`src/glyph_cell_grid_allocator_macros.svh`:
```
// Assertion macros shared by the glyph cell allocator RTL.
`ifndef GLYPH_CELL_GRID_ALLOCATOR_MACROS_SVH
`define GLYPH_CELL_GRID_ALLOCATOR_MACROS_SVH

// Same-cycle implication, disabled while reset is high.
`define GCGA_ASSERT_IMP(label, clk, rst, ante, cons, msg) \
   label: assert property (@(posedge clk) disable iff (rst) (ante) |-> (cons)) \
      else $error(msg);

// Next-cycle implication, disabled while reset is high.
`define GCGA_ASSERT_NEXT(label, clk, rst, ante, cons, msg) \
   label: assert property (@(posedge clk) disable iff (rst) (ante) |=> (cons)) \
      else $error(msg);

`endif

```
`src/gcga_ram.sv`:
```
// Generic simple dual-port RAM with registered read.
`default_nettype none

module gcga_ram #(
   parameter int WIDTH  = 8,
   parameter int DEPTH  = 16,
   parameter int ADDR_W = (DEPTH > 1) ? $clog2(DEPTH) : 1
) (
   input  logic              clock,
   input  logic              wr_en,
   input  logic [ADDR_W-1:0] wr_addr,
   input  logic [WIDTH-1:0]  wr_data,
   input  logic [ADDR_W-1:0] rd_addr,
   output logic [WIDTH-1:0]  rd_data
);

   logic [WIDTH-1:0] mem_ff [DEPTH];
   logic [WIDTH-1:0] rd_data_ff;

   always_ff @(posedge clock) begin
      if (wr_en) begin
         mem_ff[wr_addr] <= wr_data;
      end
      rd_data_ff <= mem_ff[rd_addr];
   end

   assign rd_data = rd_data_ff;

endmodule

`default_nettype wire

```
`config.mk`:
```
export PLATFORM = sky130hd
export DESIGN_NAME = gcga_ram
export DESIGN_NICKNAME = d
export VERILOG_FILES = /design/src/glyph_cell_grid_allocator_macros.svh /design/src/gcga_ram.sv
export SDC_FILE = /design/constraint.sdc
export NUM_CORES = 1
export LEC_CHECK = 0
export BUFFER_PORTS_ARGS = -buffer_cell sky130_fd_sc_hd__buf_2
export CELL_PAD_IN_SITES_DETAIL_PLACEMENT = 1
export CELL_PAD_IN_SITES_GLOBAL_PLACEMENT = 2
export CORE_MARGIN = 2
export CORE_UTILIZATION = 40
export CTS_BUF_LIST = sky130_fd_sc_hd__clkbuf_4 sky130_fd_sc_hd__clkbuf_8
export CTS_CLUSTER_SIZE = 30
export DETAILED_ROUTE_END_ITERATION = 10
export PLACE_DENSITY = 0.75
export SLEW_MARGIN = 20
export SYNTH_ARGS = -nofsm -noshare
export SYNTH_HDL_FRONTEND = slang
export SYNTH_SLANG_ARGS = --single-unit
```
`constraint.sdc`:
```
create_clock -name clock -period 2.7 [get_ports clock]
set_input_delay 0.54 -clock clock [delete_from_list [all_inputs] [get_ports clock]]
set_output_delay 0.54 -clock clock [all_outputs]
set_load 0.05 [all_outputs]
```
Word level (Yosys, flattened, before mapping). Memory sizes are Yosys's and may differ from the RTL's. A register that Yosys moved wholly into a read port is not among the register bits. Index checks and enable logic that the tools add are counted.

Flip-flop bits (word level): 0. Input port bits: 18. Word-level logic and storage cells: 3. Bits in writable memories: 128. Memories kept: 1.

Multiplexer cells: 2.

Memory list: mem_ff (depth 16, width 8, rd ports 1, clocked after Yosys merged registers in 1, write ports 1, line gcga_ram.sv:17) `logic [WIDTH-1:0] mem_ff [DEPTH];`.

Operators by type and width (count): 1-bit 2-to-1 mux (2).

Logic depth before layout (Yosys ltp).
Word-level depth: 2. Depth in mapped cells: 5.

Least setup slack after synthesis. Ideal clock, no wire load.

Path type: input-to-reg. Start point: in wr_addr[2]. End point: mem mem_ff[0][0] (enable). Arrival time: 1.650 ns. Path slack: 0.667 ns. Data required time: 2.317 ns. Library setup time: 0.383 ns. Stages: 2. Cells stage by stage: or3b_2 -> nor3_1.

RTL lines: from (decl) (line gcga_ram.sv:11) `input logic [ADDR_W-1:0] wr_addr,`; to (decl) (line gcga_ram.sv:17).

Straight into the memory's write port.

Worst setup path in the final report.
Start point: in wr_addr[2]. End point: mem mem_ff[0][6] (enable).

Straight into the memory's write port.

==> results.py <==
metrics = {
    "run_status": {
        "status": "finished clean",
    },
    "worst_setup_path": {
        "critPathLaunchType": "input pin",
        "crit_required_ns": 2.84,
        "arrival_ns": 1.80,
        "crit_path_end_kind": "flop",
        "critPathKind": "input pin to flop",
        "cp_max_fo": 6,
    },
    "sta": {
        "period_minus_slack_ns": 1.66,
        "relSlewSlack": 0.489,
        "finalHoldViolCount": 0,
        "rsz0062_at_grt": "no",
        "fmax_mhz": 603,
        "tightest_slew_ns": 0.765,
        "skew_ns": 0.00967,
        "setup_viol": 0,
        "finalCritPeriodShare": 0.614,
        "fin_setup_tns_ns": 0,
        "drv_slew": 0,
    },
    "route": {
        "drt-wirelength-per-cell_um": 22.7,
        "via_per_inst": 5.32,
        "vias": 2483,
        "drtIter0Drc": 198,
        "drt_wl_total_um": 10600,
        "drt_pass1_iterations": 5,
        "drc": 0,
        "ant_nets": 0,
    },
    "clocking": {
        "cts_tree": "yes",
        "cts_buffer_depth": 2,
        "clk_pin_slew_ns": 0.08,
        "cts-root-buf": "clkbuf_8",
        "cts_made_buffers": 17,
        "clock-sinks": 136,
        "hold_buffers": 0,
        "clock_latency_ns": 0.43,
        "cts-resized-gates": 0,
        "htree_levels": 4,
        "postCtsSetupRepairBufs": 0,
    },
    "synthesis": {
        "synth_nets": 247,
        "synth_cells": 229,
        "ys_seq_area_frac": 0.778,
        "postSynthAreaPerCell_um2": 22.5,
        "yosys_warnings": 0,
        "ys_types": 19,
        "ys_ff_latch": 136,
        "syn-cell-area_mm2": 0.00515,
    },
    "global_route": {
        "grt_first_pass_wirelength_um": 16200,
        "grt_max_degree": 22,
        "grt_pass1_vias": 2634,
        "grt_antenna_before_repair": 0,
        "track_usage": 0.166,
        "grt_overflow": 0,
    },
    "finish": {
        "postLayoutCellArea_mm2": 0.00605,
        "layout-drive-gt1-share": 0.312,
        "diodes": 0,
        "layout-area-overhead-vs-synth_pct": 17.5,
        "nets": 300,
        "fillers": 1146,
    },
    "floorplanning": {
        "coreArea_mm2": 0.0126,
        "dieHeight_um": 117,
        "initial_core_util": 0.410,
        "rows": 41,
        "ios": 26,
        "die_w_um": 117,
        "dieArea_mm2": 0.0138,
    },
    "min_path": {
        "min_path_type": "input pin to flop",
    },
    "placement": {
        "gp_congestion": 0.706,
        "placed_area_mm2": 0.00558,
        "hpwl_um": 6840,
        "io_buffers": 25,
    },
    "power_and_ir_drop": {
        "p_leak_nw": 2.03,
        "powerDensity_mw_per_mm2": 756,
        "ir_worst_vdd_uv": 300,
        "p_total_mw": 4.57,
    },
    "flow_run": {
        "maxCapViolations": 0,
    },
}
==> power by group <==
part	switching, mW	internal (mW)
sequential	0.0129	2.36
combinational	0.173	0.0972
clock	0.754	1.18
==> final cells by class <==
class	count	area, um2	area share
Clock inverter	15	231	0.0383
Tap cell	172	215	0.0356
Sequential cell	136	4000	0.662
Multi-Input combinational cell	83	1060	0.175
Timing Repair Buffer	44	305	0.0505
Clock buffer	17	234	0.0387
==> final timing paths <==
path,start,to,slack [ns],cells after the start
max,wr_addr[2],mem_ff[0][6],1.04,4
min,wr_data[6],mem_ff[6][6],0.50,1
max reg2reg,mem_ff[0][3],rd_data[3],1.29,3
min reg2reg,mem_ff[14][3],rd_data[3],0.67,3
==> cell families after synthesis <==
family	count (synthesis)	share of synthesized area
flip-flops	136	0.778
multiplexers	32	0.150
AND/OR/NAND/NOR	35	0.0318
buffers and inverters	10	0.0168
AO/OA/AOI/OAI	16	0.0233
==> sequential cells by signal, summed over array words and instances (netlist names) <==
register / count
mem_ff: 128
rd_data: 8
==> cell usage in the layout, fill, tap and decap left out <==
cell type,instances
clkinvlp_4,4
nor2_1,13
mux4_1,14
and2_1,1
nand3_1,1
a22oi_1,16
and2b_1,1
mux4_2,18
nor3_1,4
nand3b_1,2
nand2b_1,2
dfxtp_1,8
buf_2,25
nand2_1,9
clkbuf_8,17
buf_4,16
clkinv_1,3
bufinv_16,6
nor2b_1,1
or3b_2,1
buf_12,3
edfxtp_1,128
clkinv_2,2
==> through the flow <==
step	std cells	hold WS, ns	utilization	worst slack (ns)
floorplan	229	0.629	-	0.667
global placement	435	0.650	0.444	0.688
detailed placement	435	0.660	0.444	0.628
CTS	467	0.478	0.481	1.06
global route	467	0.495	0.481	1.02
finish	467	0.497	0.481	1.04
==> layer usage <==
metal	global-route usage	routed length [um]	up-vias
li1	-	-	1076
met1	0.222	4560	1322
met2	0.262	5360	70
met3	0.0472	525	15
met4	0.0587	151	0
met5	0	0	-
==> Yosys cell counts, drive strengths merged <==
cell	n	share of area
a22oi	16	0.023
and2	1	0.0012
and2b	1	0.0015
buf	7	0.011
clkdlybuf4s25	3	0.0058
dfxtp	8	0.031
edfxtp	128	0.75
mux4	32	0.15
nand2	9	0.0066
nand2b	2	0.0024
nand3	1	0.00097
nand3b	2	0.0029
nor2	13	0.0095
nor2b	1	0.0012
nor3	4	0.0039
or3b	1	0.0017
==> worst max-delay path, stage by stage <==
cell and delay (ns):
buf_2 0.11, or3b_2 0.52, nor3_1 0.38, buf_4 0.24
No activity file was read; power rests on OpenSTA's default activity.
