### src/glyph_cell_grid_allocator_macros.svh
// Assertion macros shared by the glyph cell allocator RTL.
`ifndef GLYPH_CELL_GRID_ALLOCATOR_MACROS_SVH
`define GLYPH_CELL_GRID_ALLOCATOR_MACROS_SVH

// Same-cycle implication, disabled while reset is high.
`define GCGA_ASSERT_IMP(label, clk, rst, ante, cons, msg) \
   label: assert property (@(posedge clk) disable iff (rst) (ante) |-> (cons)) \
      else $error(msg);

// Next-cycle implication, disabled while reset is high.
`define GCGA_ASSERT_NEXT(label, clk, rst, ante, cons, msg) \
   label: assert property (@(posedge clk) disable iff (rst) (ante) |=> (cons)) \
      else $error(msg);

`endif

### src/gcga_pkg.sv
// Types, codes and constants of the glyph cell allocator.
`default_nettype none

package gcga_pkg;

   localparam int CELL_COUNT_DEF = 1024;
   localparam int DIM_W          = 13;
   localparam int POS_W          = 12;
   localparam int GLYPH_W        = 16;
   localparam int SEL_W          = 10;
   localparam int USE_W          = 3;
   localparam int CSR_IDX_W      = 3;

   localparam logic [USE_W-1:0] USE_COUNT_MAX = 3'd7;

   localparam logic [DIM_W-1:0] ATLAS_WIDTH_RST  = 13'd512;
   localparam logic [DIM_W-1:0] ATLAS_HEIGHT_RST = 13'd512;
   localparam logic [DIM_W-1:0] CELL_WIDTH_RST   = 13'd16;
   localparam logic [DIM_W-1:0] CELL_HEIGHT_RST  = 13'd16;
   localparam logic [USE_W-1:0] THRESHOLD_RST    = 3'd5;

   typedef enum logic [1:0] {
      CMD_ADD    = 2'd0,
      CMD_RENDER = 2'd1,
      CMD_INVAL  = 2'd2
   } cmd_type;

   typedef enum logic [2:0] {
      STAT_NEW       = 3'd0,
      STAT_REUSE     = 3'd1,
      STAT_EVICT     = 3'd2,
      STAT_TOO_LARGE = 3'd3,
      STAT_DONE      = 3'd4
   } status_type;

   typedef enum logic [CSR_IDX_W-1:0] {
      CSR_ATLAS_WIDTH  = 3'd0,
      CSR_ATLAS_HEIGHT = 3'd1,
      CSR_CELL_WIDTH   = 3'd2,
      CSR_CELL_HEIGHT  = 3'd3,
      CSR_THRESHOLD    = 3'd4
   } csr_index_type;

   typedef enum logic [2:0] {
      ST_IDLE,
      ST_NEW,
      ST_WALK,
      ST_LAP,
      ST_PLACE,
      ST_RENDER,
      ST_SWEEP,
      ST_DONE
   } state_type;

   typedef enum logic [2:0] {
      PL_IDLE,
      PL_COLS,
      PL_COLS_WAIT,
      PL_SPLIT,
      PL_SPLIT_WAIT,
      PL_MUL,
      PL_DONE
   } place_state_type;

   typedef struct packed {
      logic [1:0]         cmd;
      logic [GLYPH_W-1:0] glyph_id;
      logic [DIM_W-1:0]   glyph_width;
      logic [DIM_W-1:0]   glyph_height;
      logic [SEL_W-1:0]   cell_select;
   } req_type;

   typedef struct packed {
      logic [2:0]         status;
      logic [SEL_W-1:0]   cell_index;
      logic [POS_W-1:0]   cell_x;
      logic [POS_W-1:0]   cell_y;
      logic [GLYPH_W-1:0] evicted_glyph;
      logic               flush_request;
   } rsp_type;

   typedef struct packed {
      logic               occupied;
      logic [USE_W-1:0]   use_count;
      logic [GLYPH_W-1:0] glyph;
   } cell_type;

   typedef struct packed {
      logic [DIM_W-1:0] atlas_width;
      logic [DIM_W-1:0] cell_width;
      logic [DIM_W-1:0] cell_height;
   } geom_type;

   typedef struct packed {
      logic             done;
      logic [POS_W-1:0] x;
      logic [POS_W-1:0] y;
   } place_rsp_type;

endpackage

`default_nettype wire

### src/gcga_div.sv
// Serial restoring divider, one quotient bit per cycle.
`default_nettype none

module gcga_div #(
   parameter int W = 13
) (
   input  logic         clock,
   input  logic         reset,
   input  logic         start,
   input  logic [W-1:0] dividend,
   input  logic [W-1:0] divisor,
   output logic         done,
   output logic [W-1:0] quot,
   output logic [W-1:0] rem
);

   localparam int CNT_W = $clog2(W + 1);

   logic             busy_ff, busy_in;
   logic             done_ff, done_in;
   logic [CNT_W-1:0] cnt_ff, cnt_in;
   logic [W-1:0]     quo_ff, quo_in;
   logic [W-1:0]     rem_ff, rem_in;
   logic [W-1:0]     dsr_ff, dsr_in;
   logic [W:0]       shifted;
   logic [W:0]       trial;

   always_comb begin
      busy_in = busy_ff;
      done_in = 1'b0;
      cnt_in  = cnt_ff;
      quo_in  = quo_ff;
      rem_in  = rem_ff;
      dsr_in  = dsr_ff;
      shifted = {rem_ff, quo_ff[W-1]};
      trial   = shifted - {1'b0, dsr_ff};
      if (start) begin
         busy_in = 1'b1;
         cnt_in  = CNT_W'(W);
         quo_in  = dividend;
         rem_in  = '0;
         dsr_in  = divisor;
      end else if (busy_ff) begin
         // keep the trial difference when it did not go negative
         if (!trial[W]) begin
            rem_in = trial[W-1:0];
            quo_in = {quo_ff[W-2:0], 1'b1};
         end else begin
            rem_in = shifted[W-1:0];
            quo_in = {quo_ff[W-2:0], 1'b0};
         end
         cnt_in = cnt_ff - CNT_W'(1);
         if (cnt_ff == CNT_W'(1)) begin
            busy_in = 1'b0;
            done_in = 1'b1;
         end
      end
   end

   always_ff @(posedge clock) begin
      if (reset) begin
         busy_ff <= 1'b0;
         done_ff <= 1'b0;
      end else begin
         busy_ff <= busy_in;
         done_ff <= done_in;
      end
   end

   always_ff @(posedge clock) begin
      cnt_ff <= cnt_in;
      quo_ff <= quo_in;
      rem_ff <= rem_in;
      dsr_ff <= dsr_in;
   end

   assign done = done_ff;
   assign quot = quo_ff;
   assign rem  = rem_ff;

endmodule

`default_nettype wire

### src/gcga_place.sv
// Cell index to pixel position, from the current grid geometry.
`default_nettype none

module gcga_place #(
   parameter int CELL_COUNT = gcga_pkg::CELL_COUNT_DEF,
   parameter int IDX_W      = (CELL_COUNT > 1) ? $clog2(CELL_COUNT) : 1
) (
   input  logic                    clock,
   input  logic                    reset,
   input  logic                    start,
   input  logic [IDX_W-1:0]        idx,
   input  gcga_pkg::geom_type      geom,
   output gcga_pkg::place_rsp_type rsp
);

   import gcga_pkg::*;

   localparam int CNT_W = $clog2(CELL_COUNT + 1);
   localparam int DIV_W = (CNT_W > DIM_W) ? CNT_W : DIM_W;

   place_state_type  pst_ff, pst_in;
   logic [IDX_W-1:0] idx_ff, idx_in;
   logic [DIV_W-1:0] cols_ff, cols_in;
   logic [DIV_W-1:0] quot_ff, quot_in;
   logic [DIV_W-1:0] rem_ff, rem_in;
   logic [POS_W-1:0] x_ff, x_in;
   logic [POS_W-1:0] y_ff, y_in;

   logic             div_start;
   logic [DIV_W-1:0] div_dividend;
   logic [DIV_W-1:0] div_divisor;
   logic             div_done;
   logic [DIV_W-1:0] div_quot;
   logic [DIV_W-1:0] div_rem;

   gcga_div #(
      .W (DIV_W)
   ) u_div (
      .clock    (clock),
      .reset    (reset),
      .start    (div_start),
      .dividend (div_dividend),
      .divisor  (div_divisor),
      .done     (div_done),
      .quot     (div_quot),
      .rem      (div_rem)
   );

   always_comb begin
      pst_in       = pst_ff;
      idx_in       = idx_ff;
      cols_in      = cols_ff;
      quot_in      = quot_ff;
      rem_in       = rem_ff;
      x_in         = x_ff;
      y_in         = y_ff;
      div_start    = 1'b0;
      div_dividend = DIV_W'(geom.atlas_width);
      div_divisor  = DIV_W'(geom.cell_width);
      case (pst_ff)
         PL_IDLE: begin
            if (start) begin
               idx_in = idx;
               pst_in = PL_COLS;
            end
         end
         PL_COLS: begin
            // zero-width cells lay out in a single row of full length
            if (geom.cell_width == '0) begin
               cols_in = DIV_W'(CELL_COUNT);
               pst_in  = PL_SPLIT;
            end else begin
               div_start = 1'b1;
               pst_in    = PL_COLS_WAIT;
            end
         end
         PL_COLS_WAIT: begin
            if (div_done) begin
               cols_in = (div_quot == '0) ? DIV_W'(1) : div_quot;
               pst_in  = PL_SPLIT;
            end
         end
         PL_SPLIT: begin
            div_start    = 1'b1;
            div_dividend = DIV_W'(idx_ff);
            div_divisor  = cols_ff;
            pst_in       = PL_SPLIT_WAIT;
         end
         PL_SPLIT_WAIT: begin
            if (div_done) begin
               quot_in = div_quot;
               rem_in  = div_rem;
               pst_in  = PL_MUL;
            end
         end
         PL_MUL: begin
            x_in   = POS_W'(rem_ff * DIV_W'(geom.cell_width));
            y_in   = POS_W'(quot_ff * DIV_W'(geom.cell_height));
            pst_in = PL_DONE;
         end
         PL_DONE: begin
            pst_in = PL_IDLE;
         end
         default: begin
            pst_in = PL_IDLE;
         end
      endcase
   end

   always_ff @(posedge clock) begin
      if (reset) begin
         pst_ff <= PL_IDLE;
      end else begin
         pst_ff <= pst_in;
      end
   end

   always_ff @(posedge clock) begin
      idx_ff  <= idx_in;
      cols_ff <= cols_in;
      quot_ff <= quot_in;
      rem_ff  <= rem_in;
      x_ff    <= x_in;
      y_ff    <= y_in;
   end

   assign rsp.done = (pst_ff == PL_DONE);
   assign rsp.x    = x_ff;
   assign rsp.y    = y_ff;

endmodule

`default_nettype wire

### config.mk
export PLATFORM = sky130hd
export DESIGN_NAME = gcga_place
export DESIGN_NICKNAME = d
export VERILOG_FILES = /design/src/glyph_cell_grid_allocator_macros.svh /design/src/gcga_pkg.sv /design/src/gcga_div.sv /design/src/gcga_place.sv
export SDC_FILE = /design/constraint.sdc
export NUM_CORES = 1
export LEC_CHECK = 0
export BUFFER_PORTS_ARGS = -buffer_cell sky130_fd_sc_hd__buf_2
export CAP_MARGIN = 20
export CORE_MARGIN = 3
export CORE_UTILIZATION = 35
export DETAILED_ROUTE_END_ITERATION = 7
export PLACE_DENSITY = 0.56
export SLEW_MARGIN = 20
export SYNTH_ARGS = -nofsm -noshare
export SYNTH_HDL_FRONTEND = slang
export SYNTH_SLANG_ARGS = --single-unit
export TNS_END_PERCENT = 30
### constraint.sdc
create_clock -name clock -period 5.3 [get_ports clock]
set_input_delay 1.06 -clock clock [delete_from_list [all_inputs] [get_ports clock]]
set_output_delay 1.06 -clock clock [all_outputs]
set_load 0.05 [all_outputs]
Word level (Yosys, flattened, before mapping)
Cells that the tools add are included.

storage, ports and cells
  flip-flop bits (word level) = 121
  bits in latches = 0
  bits in writable memories = 0
  bits in read-only memories = 0
  bits of input ports = 52
  output and inout port bits = 25
  logic and storage cells = 60
  memories kept = 0

operators by class
  add/sub/neg operators = 2
  multiply operators = 2
  divide/modulo/power cells = 0
  magnitude comparators = 0
  eq/ne operators = 11
  shift-type cells = 0
  muxes and demuxes = 21
  bitwise logic cells = 1
  reductions and logical operators = 10

operator list
  cell                                                                      number
  13-bit two-way mux                                                        8
  13-bit zero test                                                          2
  13-bit by 13-bit multiplier with 12-bit output                            2
  13-bit case mux with 2 select lines                                       1
  3-bit case mux with 6 select lines                                        1
  14-bit by 13-bit subtractor with 14-bit output                            1
  3-bit equality test (second input constant)                               3
  3-bit two-way mux                                                         3
  1-bit two-way mux                                                         7
  3-bit by 2-bit equality test with 1-bit output (second input constant)    2
  3-bit AND reduction                                                       2
  4-bit by 1-bit equality test with 1-bit output (second input constant)    1
  2-bit by 1-bit inequality test with 1-bit output (second input constant)  2
  2-bit inequality test (second input constant)                             2
  2-bit AND reduction                                                       2
  2-bit nonzero test                                                        2
  4-bit by 1-bit subtractor with 4-bit output (second input constant)       1
  3-bit by 1-bit equality test with 1-bit output (second input constant)    1
  3-bit zero test                                                           1
  3-bit OR reduction                                                        1
  1-bit case mux with 2 select lines                                        1
  1-bit inverter                                                            1

Longest topological paths before layout
  word-level depth = 4
  mapped depth = 18
  gate-level depth less buffers = 17

By module
From an unflattened synthesis, not the netlist that was laid out.

second synthesis, totals
  cells, all modules = 904
  area total of the unflattened synthesis = 9447.8 sq um

by module, submodules not included
  module      instances  cells an instance  area an instance (sq um)  sequential area each (sq um)
  gcga_place  1          669                6917.9                    2192.1
  gcga_div    1          235                2529.9                    1161.1

Worst setup path before layout
No wires, ideal clock.

  path type = input port to flip-flop
  start point = in geom[18] (netlist name)
  end point = reg x_ff[11], data pin
  setup time = 260 ps
  arrival time = 4898 ps
  data required time = 5040 ps
  slack = 142 ps
  stages = 16
  path buffers = 1
  path through = clkbuf_1 -> nand2_1 -> fa_1 -> fa_1 -> inv_1 -> fa_1 -> fa_1 -> inv_1 -> fa_1 -> xnor2_1 -> xnor2_1 -> xnor2_1 -> xnor2_1 -> xnor2_1 -> xnor2_1 -> xnor2_1

on the way
  word-level cells in the longest chain between the ends = 1

RTL lines
  item                                            RTL line           source
  start, declared                                 gcga_place.sv:12   input gcga_pkg::geom_type geom,
  13-bit by 13-bit multiplier with 12-bit output  gcga_place.sv:97   x_in = POS_W'(rem_ff * DIV_W'(geom.cell_width));
  end signal, assigned                            gcga_place.sv:123  x_ff <= x_in;
  end, declared                                   gcga_place.sv:26   logic [POS_W-1:0] x_ff, x_in;

Every way passes these cells.
A chain may end at the register's enable or synchronous reset.

Worst setup path after layout
  start point = in geom[17] (netlist name)
  end point = reg x_ff[11], data pin

The elaborated chain is that of the path after synthesis.

==> flow_summary.yaml <==
yosys:
  yosysTopAreaCellShare_pct: 31.6
  synth_commonest_cells: "nand2_1 (152), inv_1 (141), edfxtp_1 (97)"
  yosys.area.top_type: "edfxtp_1"
  yosysWarnings: 0
  syn_inst: 898
  syn-num-nets: 1102
  synth_most_common_cell: "nand2_1"
  synth_edf_count: 97
  synth_top_flop_cell: "edfxtp_1"
  ys_seq_area_share_pct: 36.4
  async_flop_share_pct: 0
  synth_cell_types: 46
  ys_seq_elements: 119
  avgSynthCellArea_um2: 10.3
  synth_area_leaders: "edfxtp_1 (32%), fa_1 (17%), ha_1 (9.9%)"
  syn_area_mm2: 0.00921
global_routing:
  grt_pass1_wl_um: 32100
  overflow: 0
  grt_pass1_vias: 6254
  grtUsageTotal_pct: 14.1
  antenna_found_initial: 0
  grt_max_degree: 37
sta:
  finalCriticalPeriod_ns: 4.87
  slew_headroom_pct: 55.9
  finalSetupViolations: 0
  setup_tns_ns: 0
  worst_pin_slew_ns: 0.658
  max_freq_mhz: 205
  hold_viol_final: 0
  final-max-slew-violation-count: 0
  grt_setup_unrepaired: "false"
  finClkSkew_ns: 0.0146
  finalCritPeriodShare_pct: 91.9
floorplanning:
  rows: 58
  io_pins: 77
  die_h_um: 168
  core_area_mm2: 0.0255
  die_x_um: 168
  die_area_mm2: 0.0283
  initial_core_util_pct: 36.1
finish:
  fillers: 2499
  finalNetCount: 1182
  drive_gt1_share_pct: 14.6
  layout.cells.non_filler: 1320
  postLayoutCoreUtil_pct: 41.5
  multi_input_comb_area_mm2: 0.00519
  diodes: 0
  seqCellArea_mm2: 0.00335
  syn_to_final_growth_pct: 15.0
place:
  dp_cells: 1289
  dp_hpwl_um: 15000
  io_buffers: 75
  gp_congestion: 0.829
min_path:
  min_to: "rem_ff[2]$_DFFE_PP_"
  hp-start: "u_div.rem[2]$_SDFFE_PP0P_"
  min_path_cells: 0
  worst_hold_path_type: "reg -> reg"
setup_path:
  r2r_start: "rem_ff[2]$_DFFE_PP_"
  r2r_setup_slack_ns: 0.71
  critPathLaunchType: "input pin"
  path_class: "in -> reg"
  end_kind: "register"
  crit_path_start: "geom[17]"
  cp.required_ns: 5.46
  r2r_cells: 15
  worstPathArrival_ns: 5.03
  r2r-end: "x_ff[11]$_DFFE_PN_"
  crit_path_max_fanout: 8
cts:
  cts_buffer_depth: 2
  clock-sinks: 119
  cts_hold_buf: 0
  clock_latency_ns: 0.41
  cts_setup_buffers: 0
  ctsResizeCount: 0
  cts_tree: "done"
  cts-root-buf: "clkbuf_16"
  path_clk_slew_ns: 0.06
  cts_buffers: 17
  h-tree-depth: 4
pwr:
  cell_internal_pwr_mw: 2.42
  clkPwrFrac_pct: 31.3
  irDropWorstVdd_v: 0.000183
  power_switching_share_pct: 32.7
  p_leak_nw: 4.78
  switchingPower_mw: 1.18
  pwr-share-comb_pct: 34.6
  power.share.sequential_pct: 34.1
  p_per_area_mw_per_mm2: 340
route:
  wl_per_cell_um: 15.0
  via_count: 6193
  route.detailed.drc: 0
  drt_wl_total_um: 19700
  first_pass_iters: 5
  drt_iter0_markers: 282
  viasPerCell: 4.69
  route.antenna.remaining_nets: 0
job:
  maxCapViolations: 0
outcome:
  status: "finished, final reports clean"
sequential cells by signal (all words and copies together), names as in the netlist:
name           count
rem_ff            12
x_ff              12
u_div.cnt_ff       4
u_div.rem         13
pst_ff             3
u_div.dsr_ff      13
cols_ff           13
u_div.busy_ff      1
u_div.done         1
u_div.quot        13
quot_ff           12
idx_ff            10
y_ff              12
logic make-up (layout without fill, tap and decap cells):
family | Yosys count | count (layout) | share of synthesized area (%)
mux | 33 | 33 | 3.82
xor+xnor | 66 | 66 | 6.27
fa+ha+maj | 152 | 152 | 27.1
simple gates | 261 | 261 | 13.2
buf+inv | 178 | 270 | 7.41
compound gates | 89 | 89 | 5.87
flops | 119 | 119 | 36.4
critical path, cell delays in order:
cell and delay, ns:
buf_2 0.19, nand2_1 0.10, fa_1 0.49, fa_1 0.51
inv_1 0.05, fa_1 0.46, fa_1 0.54, inv_1 0.05
fa_1 0.44, xnor2_1 0.19, xnor2_1 0.15, xnor2_1 0.15
xnor2_1 0.17, xnor2_1 0.11, xnor2_1 0.27, xnor2_1 0.11
layout by cell type, fill, tap and decap left out, types with 8 or more instances in the layout:
cell,Yosys,routed
a21oi_1,24,24
and2_1,45,45
buf_2,0,75
buf_4,0,23
clkbuf_16,0,17
dfxtp_1,22,22
edfxtp_1,97,97
fa_1,79,79
ha_1,73,73
inv_1,141,141
mux2_2,13,13
mux2i_1,19,19
nand2_1,152,151
nand2b_1,8,8
nor2_1,19,18
o21ai_0,31,31
xnor2_1,54,54
xor2_1,12,12
cell type report:
class	count	area share (%)
multi-input combinational	601	49.0
sequential	119	31.6
timing repair buffer	98	5.17
inverter	141	4.99
clock buffer	19	4.09
tap	330	3.90
clock inverter	12	1.20
metrics by stage:
step           setup slack [ns]  power (mW)  area [µm²]  hold WS, ns
2_1_floorplan             0.142        2.25        9210        0.453
3_3_place_gp           -0.00736        2.47       10000        0.472
3_5_place_dp            -0.0254        2.50       10000        0.483
4_1_cts                   0.410        3.65       10600        0.495
5_1_grt                   0.227        3.86       10600        0.516
6_report                  0.429        3.60       10600        0.497
layer usage:
metal | routed length (µm) | vias up | share of wire, % | track usage [%]
met4 | 137 | 0 | 0.69 | 2.74
met2 | 9180 | 115 | 47 | 22.6
met3 | 773 | 10 | 3.9 | 2.77
li1 | - | 3064 | - | -
met1 | 9650 | 3004 | 49 | 20.1
met5 | 0 | - | 0 | 0
worst max-delay path by stage:
stage               slack, ns  depth (start not counted)            endpoint
floorplan                0.14                         16  x_ff[11]$_DFFE_PN_
global placement       -0.007                         16  x_ff[11]$_DFFE_PN_
detailed placement      -0.03                         16  x_ff[11]$_DFFE_PN_
CTS                      0.41                         16  x_ff[11]$_DFFE_PN_
global route             0.23                         16  x_ff[11]$_DFFE_PN_
finish                   0.43                         16  x_ff[11]$_DFFE_PN_
power groups by stage:
| stage | combinational (mW) | sequential, mW | clock, mW |
|---|---|---|---|
| finish | 1.25 | 1.23 | 1.13 |
| global route | 1.42 | 1.24 | 1.19 |
| CTS | 1.27 | 1.23 | 1.16 |
| detailed placement | 1.25 | 1.25 | 0 |
| global placement | 1.23 | 1.25 | 0 |
| floorplan | 1.02 | 1.22 | 0 |
(Power assumes the default switching activity.)
